==> config.mk <==
export PLATFORM = sky130hd
export DESIGN_NAME = rab_div_stage
export DESIGN_NICKNAME = d
export VERILOG_FILES = /design/src/design/rab_pkg.sv /design/src/design/rab_div_stage.sv
export SDC_FILE = /design/constraint.sdc
export NUM_CORES = 1
export LEC_CHECK = 0
export BUFFER_PORTS_ARGS = -buffer_cell sky130_fd_sc_hd__buf_2
export CELL_PAD_IN_SITES_DETAIL_PLACEMENT = 2
export CELL_PAD_IN_SITES_GLOBAL_PLACEMENT = 2
export CORE_MARGIN = 3
export CORE_UTILIZATION = 34
export DETAILED_ROUTE_END_ITERATION = 6
export MAX_ROUTING_LAYER = met4
export PLACE_DENSITY = 0.87
export RECOVER_POWER = 50
export SYNTH_ARGS = -nofsm -noshare
export SYNTH_HDL_FRONTEND = slang
export SYNTH_SLANG_ARGS = --single-unit
==> constraint.sdc <==
create_clock -name clk -period 19.45 [get_ports clk]
set_input_delay 3.89 -clock clk [delete_from_list [all_inputs] [get_ports clk]]
set_output_delay 3.89 -clock clk [all_outputs]
set_load 0.01 [all_outputs]
==> src/design/rab_pkg.sv <==
// rab_pkg: shared widths, stage structs, register indexes and the Q16.16 clamp
// for the ray/box slab test. No dependencies.
package rab_pkg;

	localparam int unsigned IN_W       = 24;
	localparam int unsigned CFG_W      = 23;
	localparam int unsigned T_W        = 32;
	localparam int unsigned Q_W        = 37;   // reciprocal magnitude, up to 2^36
	localparam int unsigned DIV_BITS   = 4;    // quotient bits per divider stage
	localparam int unsigned DIV_STAGES = 10;   // 40 quotient bits, top 3 always zero
	localparam int unsigned ONE_BIT    = 36;   // dividend is 2^36
	localparam int unsigned FRAC_DROP  = 20;
	localparam int unsigned LO_W       = 18;   // split point of the reciprocal
	localparam int unsigned AXIS_STG   = 3;
	localparam int unsigned RED_STG    = 2;
	localparam int unsigned N_STAGES   = 1 + DIV_STAGES + AXIS_STG + RED_STG;

	localparam logic [1:0] REG_HALF_X = 2'd0;
	localparam logic [1:0] REG_HALF_Y = 2'd1;
	localparam logic [1:0] REG_HALF_Z = 2'd2;

	localparam logic [1:0] NRM_ZERO = 2'b00;
	localparam logic [1:0] NRM_POS  = 2'b01;
	localparam logic [1:0] NRM_NEG  = 2'b11;

	typedef struct packed {
		logic [IN_W-1:0]        rem;
		logic [Q_W-1:0]         quo;
		logic [IN_W-1:0]        dmag;
		logic signed [IN_W-1:0] org;
		logic                   dneg;
		logic                   dzero;
	} div_t;

	typedef struct packed {
		logic signed [T_W-1:0] t1;
		logic signed [T_W-1:0] t2;
		logic                  dpos;
		logic                  dneg;
	} axis_res_t;

	function automatic logic signed [T_W-1:0] sat_t(input logic signed [63:0] v);
		logic signed [T_W-1:0] r;
		if (v > 64'sh0000_0000_7FFF_FFFF) begin
			r = 32'sh7FFF_FFFF;
		end else if (v < -64'sh0000_0000_8000_0000) begin
			r = 32'sh8000_0000;
		end else begin
			r = v[T_W-1:0];
		end
		return r;
	endfunction

endpackage

==> src/design/rab_div_stage.sv <==
// rab_div_stage: one registered slice of the restoring divider for 2^36 / |dir|.
// Retires DIV_BITS quotient bits per stage. Depends on rab_pkg.
module rab_div_stage #(
	parameter int unsigned FIRST_BIT = 39
) (
	input  logic          clk,
	input  logic          en,
	input  rab_pkg::div_t d_in,
	output rab_pkg::div_t d_s1
);

	rab_pkg::div_t nxt;

	always_comb begin
		logic [rab_pkg::IN_W:0] trial;
		logic                   qb;
		nxt = d_in;
		for (int k = 0; k < int'(rab_pkg::DIV_BITS); k++) begin
			trial = {nxt.rem, ((int'(FIRST_BIT) - k) == int'(rab_pkg::ONE_BIT))};
			if (trial >= {1'b0, nxt.dmag}) begin
				trial = trial - {1'b0, nxt.dmag};
				qb    = 1'b1;
			end else begin
				qb    = 1'b0;
			end
			nxt.rem = trial[rab_pkg::IN_W-1:0];
			nxt.quo = {nxt.quo[rab_pkg::Q_W-2:0], qb};
		end
	end

	always_ff @(posedge clk) begin
		if (en) begin
			d_s1 <= nxt;
		end
	end

endmodule

Word level (Yosys, flattened, before mapping)

Cells that the tools add are included.

Add/sub/neg operators: 4
Magnitude comparators: 4
Muxes and demuxes: 8

Operators with widths:

| kind           | count |
|---|---|
| $ge 25x24->1   | 4 |
| $mux 24        | 4 |
| $sub 24x24->24 | 4 |
| $mux 1         | 4 |

Register bits after elaboration: 111
Output and inout port bits: 111
Word-level logic and storage cells: 23

Longest topological paths before layout

Gate-level depths: netlist (run 1).

Depth after elaboration: 8
Depth in mapped cells: 54
Mapped depth without buffers: 47

Worst setup path after synthesis (run 1)

No wires, ideal clock.

Path type: in2reg
Start point: in d_in[48] (netlist bit)
End point: reg d_s1[110] (netlist bit), data pin
Data arrival time: 14.417 ns
Data required time: 19.189 ns
Setup slack: 4.773 ns
Stages: 53
Buffers on the path: 8
Cell sequence: inv_1 -> ha_1 -> a21o_1 -> a211o_1 -> nor4_1 -> o311ai_1 -> o21ai_2 -> clkbuf_1 -> buf_1 -> nand2_1 -> o21ai_0 -> ha_1 -> a211oi_1 -> o21bai_1 -> o211a_1 -> a21oi_1 -> a21o_1 -> a31oi_1 -> (+17 left out) -> buf_2 -> nand2_1 -> ha_1 -> inv_1 -> fa_1 -> a21o_1 -> a21oi_1 -> o21ai_0 -> o41a_1 -> a31oi_1 -> a31oi_1 -> a31oi_1 -> o21ai_0 -> a21o_1 -> a211o_1 -> buf_6 -> buf_6 -> a221o_1

RTL lines:

| what                 | RTL line            | RTL |
|---|---|---|
| from (decl)          | rab_div_stage.sv:8  | `input rab_pkg::div_t d_in,` |
| to (signal assigned) | rab_div_stage.sv:33 | `d_s1 <= nxt;` |
| to (decl)            | rab_div_stage.sv:9  | `output rab_pkg::div_t d_s1` |

==> impl_metrics.yaml, run 1 <==
placed_design:
  io_buffers: 219
  pre_cts_ws_ns: 2.60
  place.gp.congestion: 0.861
  place.detailed.hpwl_um: 27000
synthesis:
  synth.mux.area_fraction_pct: 7.76
  seq_area_frac_synth_pct: 37.2
  synth_edf_count: 111
  synth_fp_nets: 1092
  synth.top_cell.area_share_pct: 37.2
  synth-seq-cells: 111
  synth_ff_type: "edfxtp_1"
  synth_top_family_by_area: "compound AO/OA/AOI/OAI gates"
  synth_area_leaders: "edfxtp_1 (37%), ha_1 (13%), xnor2_1 (5.6%)"
  netlist_area_um2: 8970
  async_flop_share_pct: 0
  synth_compound_area_share_pct: 19.0
  synth_simple_gate_area_share_pct: 11.4
  postSynthAreaPerCell_um2: 10.1
  synth_cell_types: 71
  yosysWarningCount: 0
  synth_xor_area_share_pct: 8.10
  syn_inst: 884
  synthAdderAreaFrac_pct: 13.4
  yosysTopAreaCell: "edfxtp_1"
  yosysMostFrequentCell: "edfxtp_1"
  yosys-top-cells-count: "edfxtp_1 (111), ha_1 (93), a21oi_1 (89)"
run_status:
  status: "complete, but fails checks"
  violations: "capacitance limit, slew limit"
timing:
  fin_crit_sh_pct: 85.3
  clock.fmax_ghz: 0.0603
  setup_tns_ns: 0
  hold_viol: 0
  slew_viol_final: 45
  setup_ws_ns: 2.86
  tightest_slew_ns: 2.46
  rsz0062_at_grt: "false"
  setup_viol: 0
  maxSlewHeadroom_pct: -63.7
  fin_crit_ns: 16.59
floorplan:
  rows: 58
  die_x_um: 168
  initial_core_util_pct: 35.1
  pin_count: 224
  die_h_um: 168
  core-area_um2: 25500
  die_area_um2: 28400
route:
  maxUsedRoutingLayer: "met4"
  via_per_inst: 5.64
  wl_met2_um: 17000
  wl_per_cell_um: 23.4
  via_count: 8111
  drtPass1Iterations: 5
  drc: 0
  drt-total-wl_um: 33600
  wl_met1_um: 14500
  dr_wl_met3_um: 1550
  drt.antenna.violating_nets: 0
  drtIter0Drc: 458
final_layout:
  top_regs: "d_s1 (111)"
  diodes: 0
  post-route-util_pct: 41.7
  largest_register: "d_s1"
  largest_reg_flops: 111
  drive_gt1_share_pct: 21.6
  syn_to_final_growth_pct: 18.8
  final_nets: 1310
  final.fill_count: 2866
power:
  p_leak_nw: 4.55
  total_power_w: 0.00243
  ir_drop_uv: 130
  power_density_nw_per_um2: 228
global_route:
  grt_pass1_wl_um: 51500
  grt_usage_pct: 23.7
  overflow: 0
  antenna_found_initial: 0
  grt_max_degree: 69
  grt_pass1_vias: 8807
setup_path:
  critPathKind: "input pin to register"
  slowest_delay_ns: 0.58
  worst_ep_arrival_time_ns: 16.69
  worst_setup_path_end_kind: "register"
  startpoint_type: "input pin"
  crit_slowest_cell: "or3b_1"
  crit_fanout: 39
  crit_required_ns: 19.55
clock_tree:
  cts.path.max_buffers: 2
  postCtsHoldBufs: 0
  htree_levels: 3
  root_buffer: "clkbuf_16"
  cts.clk_slew.worst_paths_ns: 0.09
  cts_sinks: 111
  cts-buffers-inserted: 9
  post_cts_resized: 0
  cts_tree: "done"
  postCtsSetupBuffers: 0
run:
  drv_cap: 1
hold_path:
  hp-class: "input pin to register"
layer usage:
layer	GRT usage, %	vias to the layer above
li1	-	3770
met5	-	-
met2	42.1	239
met4	5.59	0
met3	2.56	27
met1	29.0	4075
where the power goes:
group | leakage (nW) | switching [W] | internal, W | total (W)
clock | 0.157 | 0.0000989 | 0.000104 | 0.000203
combinational | 3.31 | 0.00103 | 0.000811 | 0.00184
sequential | 1.09 | 0.0000159 | 0.000372 | 0.000388
cells in the final DEF (no fill, tap or decap), drive strengths merged, types with 6 or more instances in the layout:
master and instances:
a211oi 7, nor3 12, o21bai 17, nand2 58, nand2b 9, o21a 12, o21ai 47, a31oi 14
clkbuf 77, mux2 52, a21oi 90, nand4 12, ha 93, nor2 47, inv 57, nor4 6
nor2b 10, edfxtp 111, xnor2 57, xor2 26, nand3 12, buf 156, and2 7, a21o 28
worst max-delay path: cells and delay by family:
family / cells / cell delay, ns
AO/OA/AOI/OAI: 23 / 5.66
adder cells (fa/ha/maj): 5 / 1.72
buffers and inverters: 8 / 1.70
multiplexers: 2 / 0.71
AND/OR/NAND/NOR: 9 / 2.91
cells by family (layout without fill, tap and decap cells):
family,Yosys count,in the layout
xor+xnor,83,83
flops,111,111
simple gates,203,203
compound gates,265,265
fa+ha+maj,95,95
buf+inv,70,293
mux,57,57
stage by stage:
step           hold slack, ns  std cells  instance area, um2
2_1_floorplan            3.99        884                8970
3_3_place_gp             4.07       1421               10400
3_5_place_dp             4.07       1421               10400
4_1_cts                  3.69       1437               10700
5_1_grt                  3.68       1437               10700
6_report                 3.70       1437               10700
cell type report:
class | count | area, um2 | area share (%)
multi-input cells | 703 | 5350 | 50.1
flip-flops and latches | 111 | 3330 | 31.3
clock inverters | 7 | 95.1 | 0.892
repair buffers | 224 | 1050 | 9.84
clock buffers | 9 | 225 | 2.11
inverters | 53 | 199 | 1.87
well taps | 330 | 413 | 3.87
worst paths after layout:
path / from / end / slack [ns] / cells past startpoint
worst max-delay path: d_in[48] / d_s1[93]$_DFFE_PP_ / 2.86 / 47
worst min-delay path: d_in[51] / d_s1[55]$_DFFE_PP_ / 3.70 / 1
Power figures use the tool's default switching activity.
==> inputs of run 2 (changes only) <==
ABC_AREA = 1   (was not set)
CORE_UTILIZATION = 31   (was 34)
PLACE_DENSITY = 0.86   (was 0.87)
SETUP_SLACK_MARGIN = 0.2   (was not set)
==> impl_metrics.yaml, run 2 <==
setup_path:
  startpoint_type: "input pin"
  crit_fanout: 36
  crit_slowest_cell: "o21ai_0"
  worst_setup_path_end_kind: "register"
  worst_ep_arrival_time_ns: 14.24
  cpMostUsedCell: "a21oi_1"
  slowest_delay_ns: 0.65
  critPathLaunch: "d_in[27]"
  critPathKind: "input pin to register"
  crit_required_ns: 19.60
synthesis:
  synth.top_cell.area_share_pct: 32.6
  async_flop_share_pct: 0
  netlist_area_um2: 10200
  yosysMostFrequentCell: "nand2_1"
  synth_edf_count: 111
  postSynthAreaPerCell_um2: 7.40
  yosys-top-cells-count: "nand2_1 (416), inv_1 (175), edfxtp_1 (111)"
  synth-seq-cells: 111
  synth_area_leaders: "edfxtp_1 (33%), nand2_1 (15%), ha_1 (11%)"
  yosysTopAreaCell: "edfxtp_1"
  seq_area_frac_synth_pct: 32.6
  yosysWarningCount: 0
  syn_inst: 1379
  synth_cell_types: 49
  synth_ff_type: "edfxtp_1"
  synth_fp_nets: 1587
power:
  power_density_nw_per_um2: 175
  p_leak_nw: 5.77
  seqPwrFrac_pct: 18.1
  p_sw_share_pct: 55.4
  switchingPower_w: 0.00115
  pwr-share-clk_pct: 8.5
  ir_drop_uv: 95.5
  pwr-share-comb_pct: 73.4
  power.internal_w: 0.000928
final_layout:
  largest_register: "d_s1"
  syn_to_final_growth_pct: 16.6
  diodes: 0
  mostFrequentLayoutCell: "nand2_1"
  instances_no_fill: 2031
  drive_gt1_share_pct: 14.3
  final_cell_mix: "nand2_1 (416), inv_1 (175), buf_2 (149), edfxtp_1 (111), nand3_1 (107)"
  final_nets: 1799
  post-route-util_pct: 37.2
  largest_reg_flops: 111
  top_regs: "d_s1 (111)"
timing:
  fin_crit_ns: 14.10
  clock.fmax_ghz: 0.0709
  setup_viol: 0
  tightest_slew_ns: 2.02
  setup_ws_ns: 5.35
  slew_viol_final: 36
  maxSlewHeadroom_pct: -34.5
  hold_viol: 0
  setup_tns_ns: 0
  fin_crit_sh_pct: 72.5
  holdWs_ns: 3.70
  rsz0062_at_grt: "false"
run_status:
  status: "complete, but fails checks"
  violations: "capacitance limit, slew limit"
route:
  wl_per_cell_um: 21.7
  drt-total-wl_um: 44100
  via_per_inst: 5.18
  drt.antenna.violating_nets: 0
  via_count: 10515
  drtPass1Iterations: 5
  drtIter0Drc: 614
  drc: 0
floorplan:
  die_x_um: 187
  initial_core_util_pct: 31.9
  core-area_um2: 32000
  rows: 65
  die_area_um2: 35200
  pin_count: 224
  die_h_um: 187
run:
  drv_cap: 1
clock_tree:
  cts_tree: "done"
  cts.path.max_buffers: 2
  cts-buffers-inserted: 9
  cts_sinks: 111
  cts.clk_slew.worst_paths_ns: 0.08
  htree_levels: 3
  postCtsSetupBuffers: 0
  postCtsHoldBufs: 0
  post_cts_resized: 0
  root_buffer: "clkbuf_16"
placed_design:
  place_inst: 2015
  io_buffers: 219
  place.gp.congestion: 0.893
  place.detailed.hpwl_um: 37300
  pre_cts_ws_ns: 5.16
global_route:
  grt_pass1_wl_um: 67500
  overflow: 0
  antenna_found_initial: 0
  grt_pass1_vias: 11571
  grt_usage_pct: 25.3
  grt_max_degree: 78
hold_path:
  hp-class: "input pin to register"
  holdCritStartpoint: "d_in[2]"
run 2: final cells by class:
class | instances | area, um2
clock buffer | 10 | 229
multi-input combinational | 1064 | 6040
tap | 435 | 544
fill | 3947 | 20100
inverter | 184 | 693
timing repair buffer | 221 | 1020
sequential | 111 | 3330
clock inverter | 6 | 43.8
run 2: worst paths after layout:
check                              to  slack [ns]  cells after the start
setup / recovery  d_s1[107]$_DFFE_PP_        5.35                     42
hold / removal      d_s1[2]$_DFFE_PP_        3.70                      1
run 2: metal layers:
metal / GRT usage, % / vias to the layer above / part of all wire, %
met5: - / - / 0
met4: 8.54 / 0 / 3.2
met3: 3.68 / 63 / 4.5
li1: - / 5020 / -
met2: 45.3 / 288 / 51
met1: 28.9 / 5144 / 41
run 2: per-stage QoR:
| stage | cell area (um2) | total power (W) |
|---|---|---|
| after floorplan | 10200 | 0.00141 |
| after global placement | 11700 | 0.00172 |
| after detailed placement | 11700 | 0.00188 |
| after CTS | 12000 | 0.00208 |
| after global routing | 11900 | 0.00224 |
| final | 11900 | 0.00208 |
run 2: worst max-delay path: cells and delay by family:
kind / cells / cell delay, ns
AO/OA/AOI/OAI: 15 / 4.13
adder cells (fa/ha/maj): 5 / 1.76
buffers and inverters: 7 / 1.24
AND/OR/NAND/NOR: 15 / 3.15
run 2: cell families after synthesis:
group / share of synthesized area (%)
buf+inv: 8.20
compound gates: 11.0
simple gates: 30.3
xor+xnor: 6.09
fa+ha+maj: 11.8
flops: 32.6
run 2: power groups by stage:
stage | combinational (W) | sequential [W] | clock [W]
floorplan | 0.00101 | 0.000399 | 0
global placement | 0.00135 | 0.000371 | 0
detailed placement | 0.00150 | 0.000382 | 0
CTS | 0.00152 | 0.000378 | 0.000180
global route | 0.00167 | 0.000381 | 0.000189
finish | 0.00153 | 0.000377 | 0.000177
