### config.mk
export PLATFORM = sky130hd
export DESIGN_NAME = rab_reduce
export DESIGN_NICKNAME = d
export VERILOG_FILES = /design/src/design/rab_pkg.sv /design/src/design/rab_reduce.sv
export SDC_FILE = /design/constraint.sdc
export NUM_CORES = 1
export LEC_CHECK = 0
export ABC_AREA = 0
export BUFFER_PORTS_ARGS = -buffer_cell sky130_fd_sc_hd__clkbuf_2
export CORE_UTILIZATION = 45
export DETAILED_ROUTE_END_ITERATION = 7
export PLACE_DENSITY = 0.75
export SLEW_MARGIN = 20
export SYNTH_ARGS = -nofsm -noshare
export SYNTH_HDL_FRONTEND = slang
export SYNTH_SLANG_ARGS = --single-unit
### constraint.sdc
create_clock -name clk -period 12.2 [get_ports clk]
set_input_delay 0.61 -clock clk [delete_from_list [all_inputs] [get_ports clk]]
set_output_delay 0.61 -clock clk [all_outputs]
set_load 0.03 [all_outputs]
### src/design/rab_pkg.sv
// rab_pkg: shared widths, stage structs, register indexes and the Q16.16 clamp
// for the ray/box slab test. No dependencies.
package rab_pkg;

	localparam int unsigned IN_W       = 24;
	localparam int unsigned CFG_W      = 23;
	localparam int unsigned T_W        = 32;
	localparam int unsigned Q_W        = 37;   // reciprocal magnitude, up to 2^36
	localparam int unsigned DIV_BITS   = 4;    // quotient bits per divider stage
	localparam int unsigned DIV_STAGES = 10;   // 40 quotient bits, top 3 always zero
	localparam int unsigned ONE_BIT    = 36;   // dividend is 2^36
	localparam int unsigned FRAC_DROP  = 20;
	localparam int unsigned LO_W       = 18;   // split point of the reciprocal
	localparam int unsigned AXIS_STG   = 3;
	localparam int unsigned RED_STG    = 2;
	localparam int unsigned N_STAGES   = 1 + DIV_STAGES + AXIS_STG + RED_STG;

	localparam logic [1:0] REG_HALF_X = 2'd0;
	localparam logic [1:0] REG_HALF_Y = 2'd1;
	localparam logic [1:0] REG_HALF_Z = 2'd2;

	localparam logic [1:0] NRM_ZERO = 2'b00;
	localparam logic [1:0] NRM_POS  = 2'b01;
	localparam logic [1:0] NRM_NEG  = 2'b11;

	typedef struct packed {
		logic [IN_W-1:0]        rem;
		logic [Q_W-1:0]         quo;
		logic [IN_W-1:0]        dmag;
		logic signed [IN_W-1:0] org;
		logic                   dneg;
		logic                   dzero;
	} div_t;

	typedef struct packed {
		logic signed [T_W-1:0] t1;
		logic signed [T_W-1:0] t2;
		logic                  dpos;
		logic                  dneg;
	} axis_res_t;

	function automatic logic signed [T_W-1:0] sat_t(input logic signed [63:0] v);
		logic signed [T_W-1:0] r;
		if (v > 64'sh0000_0000_7FFF_FFFF) begin
			r = 32'sh7FFF_FFFF;
		end else if (v < -64'sh0000_0000_8000_0000) begin
			r = 32'sh8000_0000;
		end else begin
			r = v[T_W-1:0];
		end
		return r;
	endfunction

endpackage

### src/design/rab_reduce.sv
// rab_reduce: max of t1, min of t2, entry normal, then hit flag.
// Two register stages; the second is the output register. Depends on rab_pkg.
module rab_reduce (
	input  logic                         clk,
	input  logic [rab_pkg::RED_STG-1:0]  en,
	input  rab_pkg::axis_res_t           ax [3],
	output logic                         hit,
	output logic signed [rab_pkg::T_W-1:0] t_near,
	output logic signed [rab_pkg::T_W-1:0] t_far,
	output logic signed [1:0]            normal_x,
	output logic signed [1:0]            normal_y,
	output logic signed [1:0]            normal_z
);

	logic signed [rab_pkg::T_W-1:0] tn, tf;
	logic [1:0]                     nrm [3];

	always_comb begin
		tn = ax[0].t1;
		if (ax[1].t1 > tn) tn = ax[1].t1;
		if (ax[2].t1 > tn) tn = ax[2].t1;
		tf = ax[0].t2;
		if (ax[1].t2 < tf) tf = ax[1].t2;
		if (ax[2].t2 < tf) tf = ax[2].t2;
		for (int i = 0; i < 3; i++) begin
			nrm[i] = rab_pkg::NRM_ZERO;
			if (ax[i].t1 >= ax[(i + 1) % 3].t1 && ax[i].t1 >= ax[(i + 2) % 3].t1) begin
				if (ax[i].dpos) begin
					nrm[i] = rab_pkg::NRM_NEG;
				end else if (ax[i].dneg) begin
					nrm[i] = rab_pkg::NRM_POS;
				end
			end
		end
	end

	logic signed [rab_pkg::T_W-1:0] tn_s1, tf_s1;
	logic [1:0]                     nrm_s1 [3];

	always_ff @(posedge clk) begin
		if (en[0]) begin
			tn_s1  <= tn;
			tf_s1  <= tf;
			nrm_s1 <= nrm;
		end
	end

	always_ff @(posedge clk) begin
		if (en[1]) begin
			hit      <= !(tn_s1 > tf_s1);
			t_near   <= tn_s1;
			t_far    <= tf_s1;
			normal_x <= nrm_s1[0];
			normal_y <= nrm_s1[1];
			normal_z <= nrm_s1[2];
		end
	end

endmodule

Word-level counts from Yosys, hierarchy flattened
Cells that the tools add are included.

Output and inout port bits: 71. Logic and storage cells: 36. Flip-flop bits (word level): 141. Input port bits: 201.

Order comparisons: 11. Reduce and logical (&&, ||, !) cells: 4. Mux-type cells: 10.

Operators with widths (number): $ge 32x32->1 (6); $mux 32 (4); $gt 32x32->1 (3); $lt 32x32->1 (2); $mux 2 (3); $logic_and 1x1->1 (3); $mux 1 (3); $logic_not 1->1 (1).

Longest topological paths before layout
Gate-level depths: netlist (run 1).

Word-level depth: 4. Mapped depth: 22. Mapped depth without buffers: 20.

Least setup slack after synthesis (run 1)
OpenSTA, ideal clock, no wires.

Path kind: input to register. From: input ax[183] (netlist name). To: register tn_s1[10] (netlist name), data pin. Stages: 22. Data arrival time: 5.130 ns. Library setup time: 0.279 ns. Slack: 6.791 ns. Required time: 11.921 ns. Buffers on the path: 2. Cell sequence: inv_1 > ha_1 > a21o_1 > a21o_1 > a2111oi_2 > o211a_1 > nor2_1 > or4_4 > mux2i_4 > buf_6 > mux2i_1 > ha_1 > a21o_1 > a21o_1 > a21oi_1 > o21ai_0 > a311oi_1 > o21ai_0 > xnor2_1 > o21ai_1 > clkbuf_1 > mux2i_1.

Word-level cells in the longest chain between the ends: 4.

Ends and longest elaborated chain: start, declared (line rab_reduce.sv:6) `input rab_pkg::axis_res_t ax [3],`; $gt 32x32->1 (line rab_reduce.sv:20) `if (ax[1].t1 > tn) tn = ax[1].t1;`; $mux 32 (*) (line rab_reduce.sv:20); $gt 32x32->1 (line rab_reduce.sv:21) `if (ax[2].t1 > tn) tn = ax[2].t1;`; $mux 32 (*) (line rab_reduce.sv:21); named net tn, one bit (line rab_reduce.sv:15) `logic signed [rab_pkg::T_W-1:0] tn, tf;`; end signal, assigned (line rab_reduce.sv:42) `tn_s1 <= tn;`; end, declared (line rab_reduce.sv:37) `logic signed [rab_pkg::T_W-1:0] tn_s1, tf_s1;`.

Mark *: on every way through the listed nets, which the timed path passes. The rest lies on a longest branch. A chain may end at the register's enable or synchronous reset.

Worst setup path in the final report (run 1)
From: input ax[167] (netlist name). To: register tn_s1[18] (netlist name), data pin.

The elaborated chain is that of the path after synthesis.

==> key figures, run 1 <==
Status
  – Status: finished clean

Synthesis
  – Post-synth EDFFs: 141
  – Most used DFF post-synth: edfxtp_1
  – Post-synthesis simple-gate area fraction: 0.0796
  – Post-synthesis cell count: 1,069
  – Synthesized net count: 1,492
  – Synth cell types: 50
  – Synth Register Bits: 141
  – Top cells by area, synth: edfxtp_1 37%, ha_1 24%, mux2i_1 11%, inv_1 6.5%, a21o_1 3.9%
  – Post-synthesis xor/xnor area fraction: 0.000771
  – Largest family of logic cells by synthesized area: adder cells
  – Cell Area, Synth: 0.0114 mm²
  – Share of flip-flops with an asynchronous set or reset: 0
  – Avg Cell Area, Syn: 10.6 µm²
  – Most frequent cell after synthesis: ha_1
  – Commonest cells post-synth: 222 x ha_1, 196 x inv_1, 141 x edfxtp_1
  – Synthesis Warnings: 0
  – Post-Synth Adder-Cell Area: 0.244
  – Yosys top cell by area: edfxtp_1
  – Post-synth top area share: 0.373
  – Mux cell area share after synthesis: 0.118
  – Sequential cell area fraction in the yosys report: 0.373
  – Complex-gate fraction of the synthesized area: 0.113

Power and ir drop
  – Max rail drop VDD: 84.5 µV
  – Power Dens Cells: 130 mW/mm²
  – Leakage Power: 0.00727 µW

Cells and area
  – Fraction of layout cells with a size suffix above 1: 0.238
  – Area grow syn2layout: 20.5%
  – Final core occ: 0.558
  – Register area: 0.00423 mm²
  – Layout net count: 1,774
  – Area occupied by multi-input gates: 0.00635 mm²
  – Filler cell count: 2,186
  – Diode count: 0

STA
  – Clk_skew: 9.52 ps
  – Final period util: 0.511
  – Final worst slack: 5970 ps
  – Hold Slack: 421 ps
  – Worst-Margin Slew: 937 ps
  – Slew margin rel.: 0.375
  – Setup TNS: 0 ps
  – Peak Freq: 160 MHz
  – Slew Limit Fails: 0
  – Min Tclk post-route: 6230 ps
  – Final setup viols: 0
  – Hold Fails Final Rpt: 0
  – Unrepaired setup endpoints after global routing: no

Place
  – Input/output buffers: 271
  – Final Wtd Congestion: 0.888
  – Pre-CTS setup slack: 5670 ps
  – Post-DP HPWL: 24.5 mm

GRT
  – Met1 track demand over resource: 0.305
  – M3 GR Usage: 0.0421
  – Initial antenna violation count: 0
  – Total GRT Usage: 0.230
  – Gr busiest metal: met2
  – GRT met2 Usage: 0.384
  – GRT overflow: 0
  – Vias in the first global route: 8,970
  – Largest net degree at the start of global routing: 72
  – First-pass GRT wire length: 46.0 mm

Worst hold path
  – Hold crit path type: reg2reg

Routing
  – Vias per std cell: 5.33
  – Total Wirelength: 29.4 mm
  – Pre-antenna DRT Iters: 5
  – Routed Antenna Nets: 0
  – Total number of vias: 8,998
  – WL per Instance: 17.4 µm
  – # DRC: 0
  – First DRT Iteration DRCs: 542

Critical path
  – Crit path max-delay family: compound AO/OA/AOI/OAI gates
  – Slowest stage cell, crit path: mux2i_4
  – Crit Path Max Fanout: 22
  – Buf/Inv on CP: 4
  – Arr. time, crit path: 6470 ps
  – CP required: 12,440 ps
  – R2R Setup Slk: 9520 ps
  – Worst-path cell chain: clkbuf_2, inv_1, ha_1, nor2b_1, o21a_1, o21a_1, o41ai_1, a211oi_1, or4_4, mux2i_4, buf_4, mux2i_1, ha_1, a21o_1, a21o_1, a21oi_1, o211ai_1, a21oi_1, o21ai_0, xnor2_1, o21ai_4, buf_4, mux2i_1
  – Setup CP Type: in2reg
  – Crit path capture type: flop
  – Worst path max stage delay: 730 ps
  – Startpoint types: input port

Clocking
  – CTS tree: built
  – Clk Latency, worst-skew pair: 410 ps
  – Post-cts hold buffer count: 0
  – CTS max path bufs: 2
  – Root Buffer: clkbuf_16
  – Worst-path clk slew: 70 ps
  – Post-CTS sizing: 0
  – H-tree depth: 4
  – Sink Count: 141
  – Post-CTS setup buffer count: 0
  – Cts bufs inserted: 17

Run
  – Maxcap violations: 0

Floorplanning
  – Overall die area: 0.0259 mm²
  – Initial Utilization: 0.463
  – Die Ht: 161 µm
  – Die width: 161 µm
  – Core area: 0.0245 mm²
  – Row count: 57
  – IO Pins: 272
==> power by group <==
| group | total (µW) | switching [µW] | internal [µW] |
|---|---|---|---|
| combinational | 594 | 346 | 247 |
| clock | 508 | 220 | 288 |
| sequential | 678 | 41.8 | 637 |
| total | 1780 | 608 | 1170 |
==> placed cells by master, fill, tap and decap left out, types with 3 or more instances in the layout <==
master      count
a211o_1         4
a211oi_1        8
a21o_1         59
a21oi_1        54
a221oi_1        3
a31oi_1         5
and3_1          5
and4_1          3
buf_4           6
clkbuf_16      17
clkbuf_2      269
clkinvlp_4      4
edfxtp_1      141
ha_1          222
inv_1         196
inv_6           7
mux2_2          4
mux2i_1       126
nand2_1        26
nand2b_1        7
nand3_1        11
nand4_1        42
nor2_1         31
nor2b_1        12
nor3_1         13
nor4_1          4
o211a_1         4
o211ai_1        6
o21a_1          6
o21ai_0        33
or2_2           5
==> worst reg2reg max path, delay by kind of cell (launching register included) <==
family	cells	cell delay [ps]
compound gates	8	1690
fa+ha+maj	1	330
flops	1	420
==> cell families after synthesis <==
logic type,after synthesis
compound gates,196
xor+xnor,1
fa+ha+maj,222
buf+inv,209
flops,141
mux,132
simple gates,168
==> flip-flops by register name, indices dropped and copies added (netlist names), 2 cells and up <==
| name | cells |
|---|---|
| t_near | 32 |
| normal_y | 2 |
| nrm_s1 | 6 |
| tn_s1 | 32 |
| normal_x | 2 |
| normal_z | 2 |
| t_far | 32 |
| tf_s1 | 32 |
==> final timing paths <==
check / from / endpoint / depth (start not counted)
worst max-delay path: ax[167] / tn_s1[18] / 23
worst min register to register: nrm_s1[0] / normal_z[0] / 0
worst max register to register: tn_s1[2] / hit / 9
worst min-delay path: nrm_s1[0] / normal_z[0] / 0
==> layer usage <==
metal / routed length [µm] / part of all wire / up-vias
li1: - / - / 4507
met1: 13200 / 0.45 / 4187
met2: 13900 / 0.47 / 269
met3: 1730 / 0.059 / 35
met4: 559 / 0.019 / 0
met5: 0 / 0 / -
==> stage by stage <==
step | total power (µW) | std cells | area [µm²]
after floorplan | 1070 | 1069 | 11400
after global placement | 1260 | 1656 | 13100
after detailed placement | 1280 | 1656 | 13100
after CTS | 1790 | 1688 | 13700
after global routing | 1890 | 1688 | 13700
final | 1780 | 1688 | 13700
==> cell type report <==
class	instances	area share
Inverter	196	0.0537
Clock inverter	15	0.0111
Clock buffer	17	0.0311
Tap cell	324	0.0296
Sequential cell	141	0.309
Timing Repair Buffer	276	0.102
Multi-Input combinational cell	719	0.463
No activity file was read; power rests on OpenSTA's default activity.
==> run 2, diff against run 1 <==
ABC_AREA = 1   (was 0)
PLACE_DENSITY = 0.78   (was 0.75)
clock period = 5.4 ns   (was 12.2 ns; I/O delays follow)
==> run 2 against run 1 <==
Against the previous run: count of clock-buffer cells in the layout rose by 1; sequential share of layout area rose by 0.24 points; power rose to 2.5 times the previous value; setup slack worse by 5400 ps; critical path type unchanged; combinational power rose to 2.8 times the previous value; register-to-register slack got worse by 6600 ps; clock power grew 120%.
==> key figures, run 2 <==
Power and ir drop
  – Clock power frac: 0.246 (was 0.285)
  – Logic gate share of total power: 0.375 (was 0.333)
  – Internal Power: 2800 µW (was 1170 µW)
  – Seq pwr share: 0.379 (was 0.381)
  – Power Dens Cells: 329 mW/mm² (was 130 mW/mm²)
  – Leakage Power: 0.00700 µW (was 0.00727 µW)
  – P_sw: 1680 µW (was 608 µW)
  – Max rail drop VDD: 238 µV (was 84.5 µV)
  – Sw Ratio: 0.375 (was 0.342)

GRT
  – First-pass GRT wire length: 49.9 mm (was 46.0 mm)
  – Total GRT Usage: 0.251 (was 0.230)
  – GRT overflow: 0 (unchanged)
  – Initial antenna violation count: 1 (was 0)
  – Largest net degree at the start of global routing: 72 (unchanged)
  – Vias in the first global route: 9,749 (was 8,970)

Synthesis
  – Synthesis Warnings: 0 (unchanged)
  – Sequential cell area fraction in the yosys report: 0.373 (about the same)
  – Synth cell types: 39 (was 50)
  – Most used DFF post-synth: edfxtp_1 (unchanged)
  – Post-synth top area share: 0.373 (about the same)
  – Synthesized net count: 1,726 (was 1,492)
  – Post-synthesis cell count: 1,303 (was 1,069)
  – Commonest cells post-synth: 266 x nand2_1, 222 x ha_1, 206 x inv_1 (was 222 x ha_1, 196 x inv_1, 141 x edfxtp_1)
  – Share of flip-flops with an asynchronous set or reset: 0 (unchanged)
  – Most frequent cell after synthesis: nand2_1 (was ha_1)
  – Avg Cell Area, Syn: 8.70 µm² (was 10.6 µm²)
  – Synth Register Bits: 141 (unchanged)
  – Yosys top cell by area: edfxtp_1 (unchanged)
  – Post-synth EDFFs: 141 (unchanged)
  – Cell Area, Synth: 0.0113 mm² (was 0.0114 mm²)
  – Top cells by area, synth: edfxtp_1 37%, ha_1 24%, nand2_1 8.8%, inv_1 6.8%, a21oi_1 4.6% (was edfxtp_1 37%, ha_1 24%, mux2i_1 11%, inv_1 6.5%, a21o_1 3.9%)

Clocking
  – Post-CTS setup buffer count: 0 (unchanged)
  – CTS max path bufs: 2 (unchanged)
  – CTS tree: built (unchanged)
  – Sink Count: 141 (unchanged)
  – Clk Latency, worst-skew pair: 410 ps (about the same)
  – H-tree depth: 4 (unchanged)
  – Post-cts hold buffer count: 0 (unchanged)
  – Root Buffer: clkbuf_16 (unchanged)
  – Cts bufs inserted: 17 (unchanged)
  – Post-CTS sizing: 0 (unchanged)
  – Worst-path clk slew: 60 ps (was 70 ps)

STA
  – Unrepaired setup endpoints after global routing: no (unchanged)
  – Peak Freq: 208 MHz
  – Setup TNS: 0 ps (unchanged)
  – Min Tclk post-route: 4820 ps
  – Final setup viols: 0 (unchanged)
  – Worst-Margin Slew: 937 ps (about the same)
  – Clk_skew: 10.3 ps (was 9.52 ps)
  – Slew Limit Fails: 0 (unchanged)
  – Slew margin rel.: 0.375 (about the same)
  – Final period util: 0.892
  – Hold Fails Final Rpt: 0 (unchanged)

Floorplanning
  – Row count: 57 (unchanged)
  – Initial Utilization: 0.462 (was 0.463)
  – Core area: 0.0245 mm² (unchanged)
  – IO Pins: 272 (unchanged)
  – Die width: 161 µm (about the same)
  – Die Ht: 161 µm (about the same)
  – Overall die area: 0.0258 mm² (was 0.0259 mm²)

Critical path
  – Crit Reg-Reg Endpoint: hit (unchanged)
  – Worst Setup SP: ax[197] (was ax[167])
  – R2R Setup Slk: 2870 ps (was 9520 ps)
  – CP required: 5540 ps (was 12,440 ps)
  – Crit path to: tn_s1[10] (was tn_s1[18])
  – Startpoint types: input port (unchanged)
  – R2R cell count: 10 (was 9)
  – Crit path capture type: flop (unchanged)
  – Setup CP Type: in2reg (unchanged)
  – Arr. time, crit path: 4950 ps (was 6470 ps)
  – Reg-to-Reg Start: tn_s1[1] (was tn_s1[2])
  – Crit Path Max Fanout: 62 (was 22)

Place
  – Post-DP HPWL: 27.2 mm (was 24.5 mm)
  – Final Wtd Congestion: 0.959 (was 0.888)
  – Count of placed standard cells including taps: 1,877 (was 1,656)
  – Area post-placement: 0.0130 mm² (was 0.0131 mm²)
  – Input/output buffers: 271 (unchanged)

Routing
  – Total number of vias: 10.2k (was 8,998)
  – Vias per std cell: 5.34 (was 5.33)
  – Routed Antenna Nets: 0 (unchanged)
  – Total Wirelength: 32.4 mm (was 29.4 mm)
  – Pre-antenna DRT Iters: 6 (was 5)
  – First DRT Iteration DRCs: 843 (was 542)
  – WL per Instance: 17.0 µm (was 17.4 µm)
  – # DRC: 0 (unchanged)

Cells and area
  – Diode count: 0 (unchanged)
  – Most common cell after layout, fill and taps aside: clkbuf_2 (unchanged)
  – Layout net count: 1,995 (was 1,774)
  – Area grow syn2layout: 19.8% (was 20.5%)
  – Fraction of layout cells with a size suffix above 1: 0.204 (was 0.238)
  – Cell area after layout: 0.0136 mm² (was 0.0137 mm²)
  – Leading cell types in the layout, fill and taps excluded: 269 x clkbuf_2, 266 x nand2_1, 222 x ha_1 (was 269 x clkbuf_2, 222 x ha_1, 196 x inv_1)
  – Final Non-Filler Cells: 1,907 (was 1,688)

Status
  – Status: finished clean (unchanged)

Run
  – Maxcap violations: 0 (unchanged)

Worst hold path
  – Hold_sp: ax[0] (was nrm_s1[0])
  – Hold crit path type: in2reg (was reg2reg)
run 2: cell types whose count changed after synthesis, sizes merged, moves of 50 or more:
cell	previous run	this run
a21o	59	3
a21oi	55	105
mux2i	128	0
nand2	26	270
nand3	11	90
o21ai	34	124
run 2: worst max-delay path, stage by stage:
cell,delay (ps)
clkbuf_2,70
inv_1,70
ha_1,360
nand2_1,100
or4_4,590
nor4_4,230
nand2_1,120
nand2_1,100
xnor2_1,150
nand2_1,190
buf_12,230
o21ai_0,420
ha_1,240
nor2_1,50
nor2_1,80
nor2_1,50
a211oi_1,290
nor4_1,120
o21ai_0,200
o2111ai_1,170
nand2_1,120
a21o_1,120
nand3_1,110
clkinv_1,100
buf_12,240
o21ai_0,140
run 2: final cells by class:
type | count | area, µm²
multi-input combinational | 924 | 6140
inverter | 207 | 777
clock inverter | 12 | 125
fill | 2286 | 10900
clock buffer | 18 | 429
sequential | 141 | 4230
timing repair buffer | 281 | 1480
tap | 324 | 405
run 2: how the worst min path moves through the flow:
stage / end / slack, ps / depth (start not counted)
2_1_floorplan: hit / 380 / 0
3_3_place_gp: normal_y[0] / 400 / 0
3_5_place_dp: normal_z[1] / 410 / 0
4_1_cts: tf_s1[7] / 170 / 3
5_1_grt: tf_s1[7] / 170 / 3
6_report: nrm_s1[0] / 180 / 3
run 2: power groups by stage:
stage	clock network (µW)	logic, µW	registers, µW
floorplan	0	996	1790
finish	1100	1680	1690
detailed placement	0	1660	1710
global route	1160	1890	1710
CTS	1110	1670	1690
global placement	0	1600	1710
run 2: cells by family after synthesis:
family	after synthesis	synth area share
simple gates	435	0.168
compound gates	265	0.126
buf+inv	238	0.0857
fa+ha+maj	222	0.245
flops	141	0.373
xor+xnor	2	0.00154
run 2: per-layer routing:
layer | vias up | track usage | part of all wire
li1 | 5074 | - | -
met1 | 4646 | 0.327 | 0.44
met2 | 387 | 0.413 | 0.46
met3 | 80 | 0.0400 | 0.061
met4 | 0 | 0.103 | 0.038
met5 | - | 0 | 0
run 2: through the flow:
step                      worst slack (ps)  hold slack, ps  utilization  power, µW
after global placement                 444             401        0.531       3300
after CTS                              727             166        0.554       4480
final                                  584             182        0.554       4470
after floorplan                       1130             382            -       2780
after detailed placement               322             406        0.531       3370
after global routing                   269             165        0.554       4760
==> run 3, diff against run 2 <==
ABC_CLOCK_PERIOD_IN_PS = 5400   (was not set)
REMOVE_ABC_BUFFERS = 1   (was not set)
==> run 3 against run 2 <==
Against the previous run: largest cell class unchanged; critical path type unchanged; largest power group unchanged; die area stayed put; final cell count is 0.21% higher; count of clock-buffer cells in the layout is 1 lower.
==> key figures, run 3 (synthesis results as in run 2) <==
Clocking
  – Worst-path clk slew: 70 ps (was 60 ps)
  – H-tree depth: 4 (unchanged)
  – Post-CTS sizing: 0 (unchanged)
  – Sink Count: 141 (unchanged)
  – Post-cts hold buffer count: 0 (unchanged)
  – CTS tree: built (unchanged)
  – Cts bufs inserted: 17 (unchanged)
  – Root Buffer: clkbuf_16 (unchanged)
  – Post-CTS setup buffer count: 0 (unchanged)
  – Clk Latency, worst-skew pair: 420 ps (was 410 ps)
  – CTS max path bufs: 2 (unchanged)

GRT
  – GRT overflow: 0 (unchanged)
  – Largest net degree at the start of global routing: 72 (unchanged)
  – First-pass GRT wire length: 47.8 mm (was 49.9 mm)
  – Initial antenna violation count: 0 (was 1)
  – Vias in the first global route: 9,974 (was 9,749)
  – Total GRT Usage: 0.235 (was 0.251)

STA
  – Final worst slack: 665 ps (was 584 ps)
  – Hold Fails Final Rpt: 0 (unchanged)
  – Peak Freq: 211 MHz (was 208 MHz)
  – Min Tclk post-route: 4730 ps (was 4820 ps)
  – Slew margin rel.: 0.268 (was 0.375)
  – Unrepaired setup endpoints after global routing: no (unchanged)
  – Final setup viols: 0 (unchanged)
  – Clk_skew: 7.79 ps (was 10.3 ps)
  – Slew Limit Fails: 0 (unchanged)
  – Worst-Margin Slew: 1080 ps (was 937 ps)
  – Final period util: 0.877 (was 0.892)

Cells and area
  – Most common cell after layout, fill and taps aside: clkbuf_2 (unchanged)
  – Area grow syn2layout: 19.8% (about the same)
  – Fraction of layout cells with a size suffix above 1: 0.207 (was 0.204)
  – Layout net count: 1,997 (was 1,995)
  – Diode count: 0 (unchanged)
  – Final Non-Filler Cells: 1,911 (was 1,907)
  – Leading cell types in the layout, fill and taps excluded: 269 x clkbuf_2, 266 x nand2_1, 222 x ha_1 (unchanged)
  – Filler cell count: 2,242 (was 2,286)

Routing
  – Total Wirelength: 29.8 mm (was 32.4 mm)
  – Pre-antenna DRT Iters: 6 (unchanged)
  – Vias per std cell: 5.29 (was 5.34)
  – Total number of vias: 10.1k (was 10.2k)
  – WL per Instance: 15.6 µm (was 17.0 µm)
  – Routed Antenna Nets: 0 (unchanged)
  – # DRC: 0 (unchanged)
  – First DRT Iteration DRCs: 620 (was 843)

Critical path
  – Slowest stage cell, crit path: inv_1 (was or4_4)
  – Crit Path Max Fanout: 21 (was 62)
  – Crit Reg-Reg Endpoint: hit (unchanged)
  – CP required: 5580 ps (was 5540 ps)
  – Worst path max stage delay: 380 ps (was 590 ps)
  – R2R Setup Slk: 2900 ps (was 2870 ps)
  – R2R cell count: 11 (was 10)
  – Startpoint types: input port (unchanged)
  – Reg-to-Reg Start: tn_s1[19] (was tn_s1[1])
  – Crit path top cell by count: nand2_1 (unchanged)
  – Crit path capture type: flop (unchanged)
  – Arr. time, crit path: 4910 ps (was 4950 ps)
  – Setup CP Type: in2reg (unchanged)

Worst hold path
  – Worst Hold End: nrm_s1[4] (was nrm_s1[0])
  – Hold crit path type: in2reg (unchanged)
  – Worst hold stages: 3 (unchanged)
  – Hold_sp: ax[132] (was ax[0])

Place
  – Input/output buffers: 271 (unchanged)
  – Final Wtd Congestion: 0.878 (was 0.959)
  – Count of placed standard cells including taps: 1,879 (was 1,877)
  – Pre-CTS setup slack: 249 ps (was 322 ps)
  – Post-DP HPWL: 24.4 mm (was 27.2 mm)

Floorplanning
  – IO Pins: 272 (unchanged)
  – Row count: 57 (unchanged)
  – Overall die area: 0.0258 mm² (unchanged)
  – Die width: 161 µm (unchanged)
  – Initial Utilization: 0.462 (unchanged)
  – Core area: 0.0245 mm² (unchanged)
  – Die Ht: 161 µm (unchanged)

Run
  – Maxcap violations: 0 (unchanged)

Power and ir drop
  – Max rail drop VDD: 202 µV (was 238 µV)
  – Final Total Pwr: 4430 µW (was 4470 µW)
  – Power Dens Cells: 326 mW/mm² (was 329 mW/mm²)
  – Leakage Power: 0.00700 µW (about the same)

Status
  – Status: finished clean (unchanged)
[run 3: changes by cell type in the layout (fill, tap and decap cells not counted), moves of 2 or more]
cell      delta
inv_8        +2
buf_4        +6
clkinv_2     -3
inv_6        +6
buf_12       -3
[run 3: worst max-delay path by stage]
stage,to,slack (ps),start,cells after the start
after floorplan,tn_s1[10],-180,ax[197],23
after global placement,tf_s1[12],330,ax[165],27
after detailed placement,tf_s1[14],250,ax[165],27
after CTS,tf_s1[14],670,ax[165],27
after global routing,tf_s1[12],60,ax[165],27
final,tf_s1[31],670,ax[165],27
[run 3: stage by stage]
step	TNS (ps)	hold WS [ps]	instance area, µm²	util
6_report	0	149	13600	0.554
5_1_grt	0	160	13600	0.554
4_1_cts	0	132	13600	0.554
3_5_place_dp	0	406	13000	0.530
3_3_place_gp	0	402	13000	0.530
2_1_floorplan	-5350	382	11100	-
[run 3: critical path, delay by kind of cell]
| family | cells | cell delay [ps] |
|---|---|---|
| AND/OR/NAND/NOR | 13 | 1670 |
| buffers and inverters | 7 | 1290 |
| AO/OA/AOI/OAI | 5 | 950 |
| adder cells (fa/ha/maj) | 2 | 700 |
[run 3: power breakdown]
part,internal (µW),switching (µW)
logic,575,1050
clock network,649,504
registers,1530,125
[run 3: final cells by class]
| cell class | instances | area [µm²] | share of cell area |
|---|---|---|---|
| multi-input combinational | 924 | 6140 | 0.452 |
| sequential | 141 | 4230 | 0.312 |
| timing repair buffer | 283 | 1460 | 0.108 |
| inverter | 207 | 777 | 0.0572 |
| clock buffer | 17 | 425 | 0.0313 |
| tap | 324 | 405 | 0.0298 |
| clock inverter | 15 | 150 | 0.0110 |
[run 3: per-layer routing]
layer	track usage	wire length, µm
met5	0	0
met2	0.405	14300
met3	0.0411	2280
met4	0.0720	582
met1	0.298	12700
